[config.mk]
export PLATFORM = sky130hd
export DESIGN_NAME = fitch_parsimony_bitvector_top
export DESIGN_NICKNAME = d
export VERILOG_FILES = /design/src/hw/rtl/fpb_pkg.sv /design/src/hw/rtl/fitch_parsimony_bitvector_top.sv /design/src/hw/rtl/fpb_store.sv
export SDC_FILE = /design/constraint.sdc
export NUM_CORES = 2
export LEC_CHECK = 0
export ABC_CLOCK_PERIOD_IN_PS = 12240
export BUFFER_PORTS_ARGS = -buffer_cell sky130_fd_sc_hd__buf_4
export CAP_MARGIN = 10
export CELL_PAD_IN_SITES_DETAIL_PLACEMENT = 1
export CELL_PAD_IN_SITES_GLOBAL_PLACEMENT = 2
export CORE_MARGIN = 2
export CORE_UTILIZATION = 52
export DETAILED_ROUTE_END_ITERATION = 10
export MAX_ROUTING_LAYER = met4
export PLACE_DENSITY_LB_ADDON = 0.1
export SLEW_MARGIN = 20
export SYNTH_ARGS = -nofsm -noshare
export SYNTH_HDL_FRONTEND = slang
export SYNTH_SLANG_ARGS = --single-unit
[constraint.sdc]
create_clock -name aclk -period 12.24 [get_ports aclk]
set_input_delay 1.836 -clock aclk [delete_from_list [all_inputs] [get_ports aclk]]
set_output_delay 1.836 -clock aclk [all_outputs]
set_load 0.01 [all_outputs]
[src/hw/rtl/fpb_pkg.sv]
`timescale 1ns / 1ps

package fpb_pkg;

    localparam int STATES_MAX_DEF = 20;
    localparam int WORD_BITS_DEF  = 32;

    localparam int STATE_IDX_W  = 5;
    localparam int SCORE_W      = 32;
    localparam int NUM_STATES_W = 5;
    localparam int CFG_ADDR_W   = 1;
    localparam int CFG_DATA_W   = 32;

    localparam logic [NUM_STATES_W-1:0] NUM_STATES_RST = NUM_STATES_W'(4);

    // register indexes of the configuration port
    localparam logic [CFG_ADDR_W-1:0] REG_NUM_STATES = CFG_ADDR_W'(0);
    localparam logic [CFG_ADDR_W-1:0] REG_CONST_COST = CFG_ADDR_W'(1);

    // request kinds carried in s_tuser
    localparam logic REQ_UPDATE = 1'b0;
    localparam logic REQ_EDGE   = 1'b1;

    typedef struct packed {
        logic wr_en;
        logic rd_en;
    } store_ctrl_t;

endpackage

[src/hw/rtl/fitch_parsimony_bitvector_top.sv]
`timescale 1ns / 1ps
// Bit-parallel Fitch parsimony step. One word per character state is taken per cycle
// while a word position is collected; AND and OR of each state go into two small
// memories (one write port, one read port) and the OR of all ANDs builds up in a register.
// After the word that completes a position the block stops accepting: it counts the empty
// intersections, then forms the running total and score. In update mode each parent word then
// goes through memory read, combine and the output register, plus any wait on m_tready.
// In edge mode the block goes back to collecting, but for the last word of the vector, the
// only one with a result, which waits in the output register for m_tready.

module fitch_parsimony_bitvector_top import fpb_pkg::*; #(
    parameter int STATES_MAX = STATES_MAX_DEF,
    parameter int WORD_BITS  = WORD_BITS_DEF,
    localparam int S_DATA_W  = ((2 * WORD_BITS + 2 * SCORE_W + 7) / 8) * 8,
    localparam int M_DATA_W  = ((WORD_BITS + STATE_IDX_W + SCORE_W + 7) / 8) * 8
) (
    input  logic                  aclk,
    input  logic                  aresetn,
    input  logic                  cfg_we,
    input  logic [CFG_ADDR_W-1:0] cfg_addr,
    input  logic [CFG_DATA_W-1:0] cfg_wdata,
    input  logic                  s_tvalid,
    output logic                  s_tready,
    // left_bits, right_bits, left_cost, right_cost
    input  logic [S_DATA_W-1:0]   s_tdata,
    // req_type
    input  logic                  s_tuser,
    input  logic                  s_tlast,
    output logic                  m_tvalid,
    input  logic                  m_tready,
    // parent_bits, state_index, score
    output logic [M_DATA_W-1:0]   m_tdata,
    // score_valid
    output logic                  m_tuser,
    output logic                  m_tlast
);

    localparam int IW = (STATES_MAX > 1) ? $clog2(STATES_MAX) : 1;
    localparam int CW = $clog2(STATES_MAX + 1);
    localparam int NW = (CW > NUM_STATES_W) ? CW : NUM_STATES_W;
    localparam int PW = $clog2(WORD_BITS + 1);
    localparam int NB = (WORD_BITS + 7) / 8;

    localparam logic [2:0] ST_COLLECT = 3'd0;
    localparam logic [2:0] ST_COUNT   = 3'd1;
    localparam logic [2:0] ST_TOTAL   = 3'd2;
    localparam logic [2:0] ST_READ    = 3'd3;
    localparam logic [2:0] ST_LOAD    = 3'd4;
    localparam logic [2:0] ST_HOLD    = 3'd5;

    // count of zero sites: per-byte counts, then a short sum over the bytes
    function automatic logic [PW-1:0] count_empty(input logic [WORD_BITS-1:0] u);
        logic [NB*8-1:0] v;
        logic [3:0]      c;
        logic [PW-1:0]   total;
        v = (NB*8)'(~u);
        total = '0;
        for (int b = 0; b < NB; b++) begin
            c = '0;
            for (int j = 0; j < 8; j++) begin
                c = c + 4'(v[b*8+j]);
            end
            total = total + PW'(c);
        end
        return total;
    endfunction

    // input fields
    logic [WORD_BITS-1:0] in_left;
    logic [WORD_BITS-1:0] in_right;
    logic [SCORE_W-1:0]   in_lcost;
    logic [SCORE_W-1:0]   in_rcost;
    assign in_left  = s_tdata[WORD_BITS-1:0];
    assign in_right = s_tdata[2*WORD_BITS-1:WORD_BITS];
    assign in_lcost = s_tdata[2*WORD_BITS+SCORE_W-1:2*WORD_BITS];
    assign in_rcost = s_tdata[2*WORD_BITS+2*SCORE_W-1:2*WORD_BITS+SCORE_W];

    // configuration
    logic [NUM_STATES_W-1:0] num_states_reg;
    logic [SCORE_W-1:0]      const_cost_reg;

    always_ff @(posedge aclk) begin
        if (!aresetn) begin
            num_states_reg <= NUM_STATES_RST;
            const_cost_reg <= '0;
        end else if (cfg_we) begin
            case (cfg_addr)
                REG_NUM_STATES: num_states_reg <= cfg_wdata[NUM_STATES_W-1:0];
                REG_CONST_COST: const_cost_reg <= cfg_wdata[SCORE_W-1:0];
                default: ;
            endcase
        end
    end

    logic [NW-1:0] n_raw;
    logic [NW-1:0] n_eff;
    assign n_raw = NW'(num_states_reg);
    always_comb begin
        if (n_raw < NW'(2)) begin
            n_eff = NW'(2);
        end else if (n_raw > NW'(STATES_MAX)) begin
            n_eff = NW'(STATES_MAX);
        end else begin
            n_eff = n_raw;
        end
    end

    // control and datapath registers
    logic [2:0]           state_reg, state_next;
    logic [IW-1:0]        cnt_reg, cnt_next;
    logic [IW-1:0]        last_idx_reg, last_idx_next;
    logic [IW-1:0]        rd_idx_reg, rd_idx_next;
    logic [WORD_BITS-1:0] union_reg, union_next;
    logic [SCORE_W-1:0]   mismatch_reg, mismatch_next;
    logic                 edge_reg, edge_next;
    logic                 wlast_reg, wlast_next;
    logic [SCORE_W-1:0]   cost_sum_reg, cost_sum_next;
    logic [PW-1:0]        pop_reg, pop_next;
    logic [SCORE_W-1:0]   score_reg, score_next;

    logic [WORD_BITS-1:0]   o_parent_reg, o_parent_next;
    logic [STATE_IDX_W-1:0] o_idx_reg, o_idx_next;
    logic [SCORE_W-1:0]     o_score_reg, o_score_next;
    logic                   o_valid_reg, o_valid_next;
    logic                   o_last_reg, o_last_next;

    logic                 s_acc;
    logic                 pos_done;
    logic [WORD_BITS-1:0] and_word;
    logic [WORD_BITS-1:0] and_q;
    logic [WORD_BITS-1:0] or_q;
    logic [SCORE_W-1:0]   mis_sum;
    logic                 final_k;
    store_ctrl_t          st_ctrl;

    assign s_tready = (state_reg == ST_COLLECT);
    assign m_tvalid = (state_reg == ST_HOLD);
    assign s_acc    = s_tvalid && s_tready;
    assign and_word = in_left & in_right;
    assign pos_done = (NW'(cnt_reg) + NW'(1)) >= n_eff;
    assign mis_sum  = mismatch_reg + SCORE_W'(pop_reg);
    assign final_k  = (rd_idx_reg == last_idx_reg);

    assign st_ctrl.wr_en = s_acc;
    assign st_ctrl.rd_en = (state_reg == ST_READ);

    fpb_store #(
        .STATES_MAX(STATES_MAX),
        .WORD_BITS (WORD_BITS)
    ) u_store (
        .aclk   (aclk),
        .ctrl   (st_ctrl),
        .wr_addr(cnt_reg),
        .and_in (and_word),
        .or_in  (in_left | in_right),
        .rd_addr(rd_idx_reg),
        .and_q  (and_q),
        .or_q   (or_q)
    );

    always_comb begin
        state_next    = state_reg;
        cnt_next      = cnt_reg;
        last_idx_next = last_idx_reg;
        rd_idx_next   = rd_idx_reg;
        union_next    = union_reg;
        mismatch_next = mismatch_reg;
        edge_next     = edge_reg;
        wlast_next    = wlast_reg;
        cost_sum_next = cost_sum_reg;
        pop_next      = pop_reg;
        score_next    = score_reg;
        o_parent_next = o_parent_reg;
        o_idx_next    = o_idx_reg;
        o_score_next  = o_score_reg;
        o_valid_next  = o_valid_reg;
        o_last_next   = o_last_reg;
        case (state_reg)
            ST_COLLECT: begin
                if (s_acc) begin
                    union_next = union_reg | and_word;
                    if (pos_done) begin
                        cnt_next      = '0;
                        last_idx_next = IW'(n_eff - NW'(1));
                        edge_next     = (s_tuser == REQ_EDGE);
                        wlast_next    = s_tlast;
                        cost_sum_next = in_lcost + in_rcost
                                      + ((s_tuser == REQ_EDGE) ? const_cost_reg : '0);
                        state_next    = ST_COUNT;
                    end else begin
                        cnt_next = cnt_reg + IW'(1);
                    end
                end
            end
            ST_COUNT: begin
                pop_next   = count_empty(union_reg);
                state_next = ST_TOTAL;
            end
            ST_TOTAL: begin
                score_next    = mis_sum + cost_sum_reg;
                mismatch_next = wlast_reg ? '0 : mis_sum;
                rd_idx_next   = '0;
                if (!edge_reg) begin
                    state_next = ST_READ;
                end else if (wlast_reg) begin
                    o_parent_next = '0;
                    o_idx_next    = '0;
                    o_score_next  = mis_sum + cost_sum_reg;
                    o_valid_next  = 1'b1;
                    o_last_next   = 1'b1;
                    rd_idx_next   = last_idx_reg;
                    state_next    = ST_HOLD;
                end else begin
                    union_next = '0;
                    state_next = ST_COLLECT;
                end
            end
            ST_READ: begin
                state_next = ST_LOAD;
            end
            ST_LOAD: begin
                o_parent_next = and_q | (or_q & ~union_reg);
                o_idx_next    = STATE_IDX_W'(rd_idx_reg);
                o_valid_next  = final_k && wlast_reg;
                o_score_next  = (final_k && wlast_reg) ? score_reg : '0;
                o_last_next   = final_k;
                state_next    = ST_HOLD;
            end
            ST_HOLD: begin
                if (m_tready) begin
                    if (final_k) begin
                        union_next = '0;
                        state_next = ST_COLLECT;
                    end else begin
                        rd_idx_next = rd_idx_reg + IW'(1);
                        state_next  = ST_READ;
                    end
                end
            end
            default: begin
                state_next = ST_COLLECT;
            end
        endcase
    end

    always_ff @(posedge aclk) begin
        if (!aresetn) begin
            state_reg    <= ST_COLLECT;
            cnt_reg      <= '0;
            union_reg    <= '0;
            mismatch_reg <= '0;
            rd_idx_reg   <= '0;
            last_idx_reg <= '0;
        end else begin
            state_reg    <= state_next;
            cnt_reg      <= cnt_next;
            union_reg    <= union_next;
            mismatch_reg <= mismatch_next;
            rd_idx_reg   <= rd_idx_next;
            last_idx_reg <= last_idx_next;
        end
    end

    always_ff @(posedge aclk) begin
        edge_reg     <= edge_next;
        wlast_reg    <= wlast_next;
        cost_sum_reg <= cost_sum_next;
        pop_reg      <= pop_next;
        score_reg    <= score_next;
        o_parent_reg <= o_parent_next;
        o_idx_reg    <= o_idx_next;
        o_score_reg  <= o_score_next;
        o_valid_reg  <= o_valid_next;
        o_last_reg   <= o_last_next;
    end

    assign m_tdata = M_DATA_W'({o_score_reg, o_idx_reg, o_parent_reg});
    assign m_tuser = o_valid_reg;
    assign m_tlast = o_last_reg;

    a_no_overlap: assert property (@(posedge aclk) disable iff (!aresetn)
        !(s_tready && m_tvalid))
        else $error("input taken while a result word is pending");

    a_done_to_count: assert property (@(posedge aclk) disable iff (!aresetn)
        (s_acc && pos_done) |=> (state_reg == ST_COUNT))
        else $error("completed position did not start the count");

    a_score_on_last: assert property (@(posedge aclk) disable iff (!aresetn)
        (m_tvalid && m_tuser) |-> m_tlast)
        else $error("score word is not the last of its run");

    a_cnt_range: assert property (@(posedge aclk) disable iff (!aresetn)
        (NW'(cnt_reg) < NW'(STATES_MAX)) && (NW'(rd_idx_reg) < NW'(STATES_MAX)))
        else $error("state index outside the store");

    a_union_clear: assert property (@(posedge aclk) disable iff (!aresetn)
        (m_tvalid && m_tready && m_tlast) |=> (union_reg == '0))
        else $error("union not cleared after a run");

endmodule

[src/hw/rtl/fpb_store.sv]
`timescale 1ns / 1ps

module fpb_store import fpb_pkg::*; #(
    parameter int STATES_MAX = STATES_MAX_DEF,
    parameter int WORD_BITS  = WORD_BITS_DEF,
    localparam int IW = (STATES_MAX > 1) ? $clog2(STATES_MAX) : 1
) (
    input  logic                 aclk,
    input  store_ctrl_t          ctrl,
    input  logic [IW-1:0]        wr_addr,
    input  logic [WORD_BITS-1:0] and_in,
    input  logic [WORD_BITS-1:0] or_in,
    input  logic [IW-1:0]        rd_addr,
    output logic [WORD_BITS-1:0] and_q,
    output logic [WORD_BITS-1:0] or_q
);

    logic [WORD_BITS-1:0] and_mem [STATES_MAX];
    logic [WORD_BITS-1:0] or_mem  [STATES_MAX];

    always_ff @(posedge aclk) begin
        if (ctrl.wr_en) begin
            and_mem[wr_addr] <= and_in;
            or_mem[wr_addr]  <= or_in;
        end
    end

    always_ff @(posedge aclk) begin
        if (ctrl.rd_en) begin
            and_q <= and_mem[rd_addr];
            or_q  <= or_mem[rd_addr];
        end
    end

endmodule

## Word-level counts from Yosys, hierarchy flattened

Memories as Yosys holds them, arrays and structs flattened. A register that Yosys moved wholly into a read port is not among the register bits.
Index checks and enable logic that the tools add are counted.

- Add/sub/neg operators: 38
- Order comparisons: 3
- Eq/ne operators: 14
- Mux-type cells: 39
- Bitwise logic cells: 7
- Reductions and logical operators: 14

Operators by type and width:

| kind | count |
|---|---|
| $mux 32 | 12 |
| $pmux 32 s2 | 2 |
| $add 32x32->32 | 3 |
| $or 32x32->32 | 3 |
| $pmux 32 s3 | 1 |
| $add 4x1->4 | 16 |
| $and 32x32->32 | 2 |
| $mux 5 | 9 |
| $add 32x6->32 | 1 |
| $not 32->32 | 1 |
| $pmux 5 s2 | 2 |
| $pmux 3 s6 | 1 |
| $add 3x1->4 | 4 |
| $mux 3 | 5 |
| $add 2x1->3 | 4 |
| $reduce_and 3->1 | 4 |
| $add 5x1->5 const B | 2 |
| $add 1x1->2 | 4 |
| $ne 2x1->1 const B | 4 |
| $ne 2x2->1 const B | 4 |
| $add 5x4->6 | 1 |
| $add 6x4->6 | 1 |
| $eq 3x2->1 const B | 2 |
| $eq 3x3->1 const B | 2 |
| other kinds (17) | 25 |

- Bits in registers: 262
- RAM bits: 1,280
- Logic and storage cells: 135
- Memories kept: 2

Memories:

| memory | words | bits a word | rd ports | clocked after Yosys merged registers in | write ports | line | source |
|---|---|---|---|---|---|---|---|
| u_store.and_mem | 20 | 32 | 1 | 1 | 1 | fpb_store.sv:18 | `logic [WORD_BITS-1:0] and_mem [STATES_MAX];` |
| u_store.or_mem | 20 | 32 | 1 | 1 | 1 | fpb_store.sv:19 | `logic [WORD_BITS-1:0] or_mem [STATES_MAX];` |

## Longest topological paths before layout

- Word-level depth: 11
- Depth in mapped cells: 21
- Depth with buffers taken out: 20

## By module

Synthesis repeated with hierarchy kept, for this count alone.

- Cells, all modules: 4,333
- Area total of the unflattened synthesis: 67,195.7 sq um

Modules (own cells, without submodules):

| module | instances | cells each | area an instance (sq um) |
|---|---|---|---|
| fpb_store | 1 | 2,682 | 51,061.5 |
| fitch_parsimony_bitvector_top | 1 | 1,651 | 16,134.2 |

## Worst setup path before layout

Ideal clock, no wire load.

- Kind: register -> register
- From: reg state_reg[0]
- To: reg o_last_reg (netlist: m_tlast), enable pin
- Setup time: 500 ps
- Data arrival time: 5,284 ps
- Data required time: 11,740 ps
- Path slack: 6,455 ps
- Stages on the path, launching flop included: 9
- Period minus slack after synthesis: 5,785 ps
- Path through: dfxtp_1 -> clkbuf_1 -> nor2_1 -> nand2_1 -> inv_1 -> clkbuf_1 -> clkbuf_1 -> a21oi_1 -> nor2_1

- Cells in the longest elaborated chain, start to end: 3
- Elaborated cells between the ends (all ways): 6
- Classes of those cells: 4 x eq/ne; 2 x reduce/logical

Ends and longest elaborated chain:

| item | line | source |
|---|---|---|
| from (decl) | fitch_parsimony_bitvector_top.sv:109 | `logic [2:0] state_reg, state_next;` |
| from (signal assigned) | fitch_parsimony_bitvector_top.sv:255 | `state_reg <= state_next;` |
| $eq 3x2->1 or $eq 3x3->1 (tied branches) | fitch_parsimony_bitvector_top.sv:178 | `case (state_reg)` |
| $ne 2x2->1 (no source line) or $reduce_bool 2->1 (tied branches) | n/a |  |
| $reduce_and 3->1 (no source line) * | n/a |  |
| to (signal assigned) | fitch_parsimony_bitvector_top.sv:274 | `o_last_reg <= o_last_next;` |
| to (decl) | fitch_parsimony_bitvector_top.sv:125 | `logic o_last_reg, o_last_next;` |

Mark *: on every way between the ends. The rest lies on a longest branch, timed or not.
A chain may end at the register's enable or synchronous reset.

## Final worst setup path

- From: reg union_reg[23]
- To: reg pop_reg[4] (data pin)

- Cells in the longest elaborated chain, start to end: 4

Ends and longest elaborated chain:

| item | line | source |
|---|---|---|
| from (decl) | fitch_parsimony_bitvector_top.sv:113 | `logic [WORD_BITS-1:0] union_reg, union_next;` |
| from (signal assigned) | fitch_parsimony_bitvector_top.sv:257 | `union_reg <= union_next;` |
| $not 32->32 | fitch_parsimony_bitvector_top.sv:56 | `v = (NB*8)'(~u);` |
| $add 4x1->4 | fitch_parsimony_bitvector_top.sv:61 | `c = c + 4'(v[b*8+j]);` |
| $add 5x4->6 | fitch_parsimony_bitvector_top.sv:63 | `total = total + PW'(c);` |
| $add 6x4->6 | fitch_parsimony_bitvector_top.sv:63 |  |
| to (signal assigned) | fitch_parsimony_bitvector_top.sv:268 | `pop_reg <= pop_next;` |
| to (decl) | fitch_parsimony_bitvector_top.sv:118 | `logic [PW-1:0] pop_reg, pop_next;` |

No other way between the ends.

==> metrics.txt <==
via count=~35000; max-slew headroom at the worst pin=26.7%; Non-Filler Instances=between 5000 and 6000; sequential cell area fraction in the yosys report=between 70 and 80%; standard-cell rows=130; Die X-Extent=~360 µm; CTS Hold Bufs=0; number of warnings reported in the yosys synthesis log=0; clock skew after layout=roughly 20 ps; critical path start-end classification=flip-flop to flip-flop; total area of sequential cells=47100 µm²; CTS root buffer=clkbuf_16; antenna-violating nets left=0; number of storage elements in the synthesis netlist=between 1500 and 2000; top_reg_cell synth=edfxtp_1; leakage power=around 0.025 µW; area used by multi-input combinational logic=around 18000 µm²; startpoint type of the worst setup path=flip-flop; Post-CTS Repair Setup Buffers=0; initial drt markers=3558; most common cell after layout, fill and taps aside=edfxtp_1; Post-Route WL=176000 µm; Post-Place Cell Area=~70000 µm²; number of buffers on the longest clock path=3; Post-Syn Instances=between 3000 and 4000; antenna violations before repair=2; total track usage=28.2%; Clock H-tree levels=4; total I/O pin count=roughly 240; share of final-layout standard cells stronger than drive strength 1=26.7%; max_cap viols=0; CTS resizes=0; Post-Syn Area per Cell=approximately 19 µm²; clk sink count=1606; initial standard-cell utilization of the core=a little over half; Final period util=between 40% and 50%; DRC violations left=0; registers with the most flip-flops=u_store.and_mem: 640 flops, u_store.or_mem: 640 flops; IO buf count=between 200 and 250; Setup crit end kind=flip-flop; outcome=complete, no violations; core outline area=126000 µm²; pwr/cell area=160 nW/µm²; WL/cell=slightly above 30 µm; total negative slack=0 ps; Max Freq=0.196 GHz; fraction of registers with async set or reset after synthesis=0%; Die Ht=361 µm; final net count=4189; clock period minus worst slack=just over 5000 ps; count of TritonRoute iterations in the first routing pass=5; top library cells by usage in the layout, fill and taps aside=1487 x edfxtp_1, 384 x mux4_2, 306 x buf_4; P&R area growth vs syn=14.0%; Post-Syn Area=approximately 66000 µm²; first-pass GRT wire length=~260000 µm; placed cell count=between 5000 and 6000; largest net degree at the start of global routing=111; global route total overflow=0; number of buffers inserted during clock tree synthesis=approximately 170; count of final setup violators=0; Post-synth EDFFs=1487; TritonCTS clock tree=done; top cell type's share of synthesized area=about two thirds; insertion delay to the later sink of the worst-skew pair=790 ps; Worst Setup Slack post-DPL=between 6000 and 7000 ps; data arrival at the endpoint of the critical path=about 5600 ps; die area=about 130000 µm²; crit path max fanout=2; biggest area consumer among synthesized cells=edfxtp_1; via count of the first global-routing pass=roughly 37000; worst hold margin=roughly 460 ps; fin. max-slew vios=0; distinct cell type count after synthesis=72; number of inserted filler cells in the final layout=~11000; Vias per Instance=between 6 and 7; routability cong.=between 0.8 and 0.9; RSZ-0062 raised after global routing=false; critical path required time=12760 ps; Worst Max-Slew Pin Slew=1100 ps; hpwl dp=about 100000 µm; peak supply drop=~0.00017 V; Worst-path clk slew=around 60 ps; path class of the lowest-slack min-delay path=flip-flop to flip-flop; Layout Cell Area excl Fill=about 75000 µm²; Hold Fails Final Rpt=0; largest cells by area after synthesis=edfxtp_1 67%, mux4_2 13%, dfxtp_1 3.6%; minimum setup slack in the final design=between 7000 and 8000 ps
==> metal layers <==
layer  share of wire [%]  GRT usage, %  vias to the layer above
li1                    -             -                    14800
met1                  40          37.1                    18700
met5                   0             -                        -
met2                  51          46.1                     1281
met4                 2.6          7.74                        0
met3                 6.3          4.76                      272
==> path summary, 6_finish.rpt <==
check / from / end / slack, ps / depth (start not counted)
min: const_cost_reg[28] / const_cost_reg[28] / 460 / 2
max: union_reg[23] / pop_reg[4] / 7130 / 16
max reg2reg: union_reg[23] / pop_reg[4] / 7130 / 16
min reg2reg: const_cost_reg[28] / const_cost_reg[28] / 460 / 2
==> Yosys cell counts (4+ instances only) <==
| library cell | n |
|---|---|
| a211oi_1 | 6 |
| mux2_2 | 64 |
| nand3b_1 | 5 |
| nor2b_1 | 33 |
| nand4_1 | 10 |
| mux2i_1 | 7 |
| inv_1 | 93 |
| xnor2_1 | 64 |
| o21ai_0 | 72 |
| a21boi_0 | 49 |
| nand2b_1 | 11 |
| mux4_2 | 384 |
| or2_2 | 35 |
| o21a_1 | 17 |
| edfxtp_1 | 1487 |
| xor2_1 | 41 |
| buf_1 | 35 |
| a21oi_1 | 157 |
| a31oi_1 | 9 |
| a22oi_1 | 11 |
| clkbuf_1 | 115 |
| ha_1 | 86 |
| o31ai_1 | 4 |
| o21bai_1 | 9 |
| nor2_1 | 156 |
| nand2_1 | 145 |
| o211a_1 | 5 |
| and3_1 | 14 |
| buf_2 | 13 |
| a21o_1 | 28 |
| and2_1 | 75 |
| a22o_1 | 33 |
| nand3_1 | 27 |
| or3_1 | 14 |
| a41oi_1 | 5 |
| o211ai_1 | 7 |
| dfxtp_1 | 119 |
| fa_1 | 58 |
| nor3_1 | 18 |
==> where the power goes <==
group	total (µW)	switching (µW)	internal, µW
Clock	4960	2120	2840
Sequential	6170	41.0	6120
Combinational	930	556	374
Total	12100	2720	9340
==> stage by stage <==
stage	util, %	total power [µW]
after detailed placement	55.7	7210
final	59.9	12100
after global routing	59.9	12400
after CTS	59.9	12100
after global placement	55.6	7160
after floorplan	-	6840
==> critical path, cell delays in order, from the launching register on <==
cell     delay [ps]
dfxtp_1         340
inv_1            90
fa_1            520
fa_1            520
inv_1            50
fa_1            580
inv_1            90
fa_1            480
fa_1            490
inv_1            50
fa_1            470
inv_1            40
ha_1            200
fa_1            470
a21o_1          180
a21oi_1         180
xnor2_1         100
==> cell type report <==
class | instances | share of cell area (%)
Sequential cell | 1606 | 62.3
Multi-Input combinational cell | 1702 | 24.3
Clock buffer | 218 | 6.04
Timing Repair Buffer | 308 | 3.10
Tap cell | 1650 | 2.73
Clock inverter | 91 | 0.999
Inverter | 93 | 0.462
Antenna cell | 2 | 0.00663
==> cells by family after synthesis <==
kind of cell | after synthesis | share of synthesized area, %
buffers and inverters | 260 | 1.52
and+or+nand+nor | 555 | 4.07
AOI/OAI and AO/OA | 439 | 4.31
muxes | 455 | 14.3
xor gates and xnor gates | 106 | 1.41
other | 1 | 0.00566
DFF | 1606 | 71.0
adders and majority gates | 144 | 3.38
Note: power is estimated with default switching activity, not from simulation.
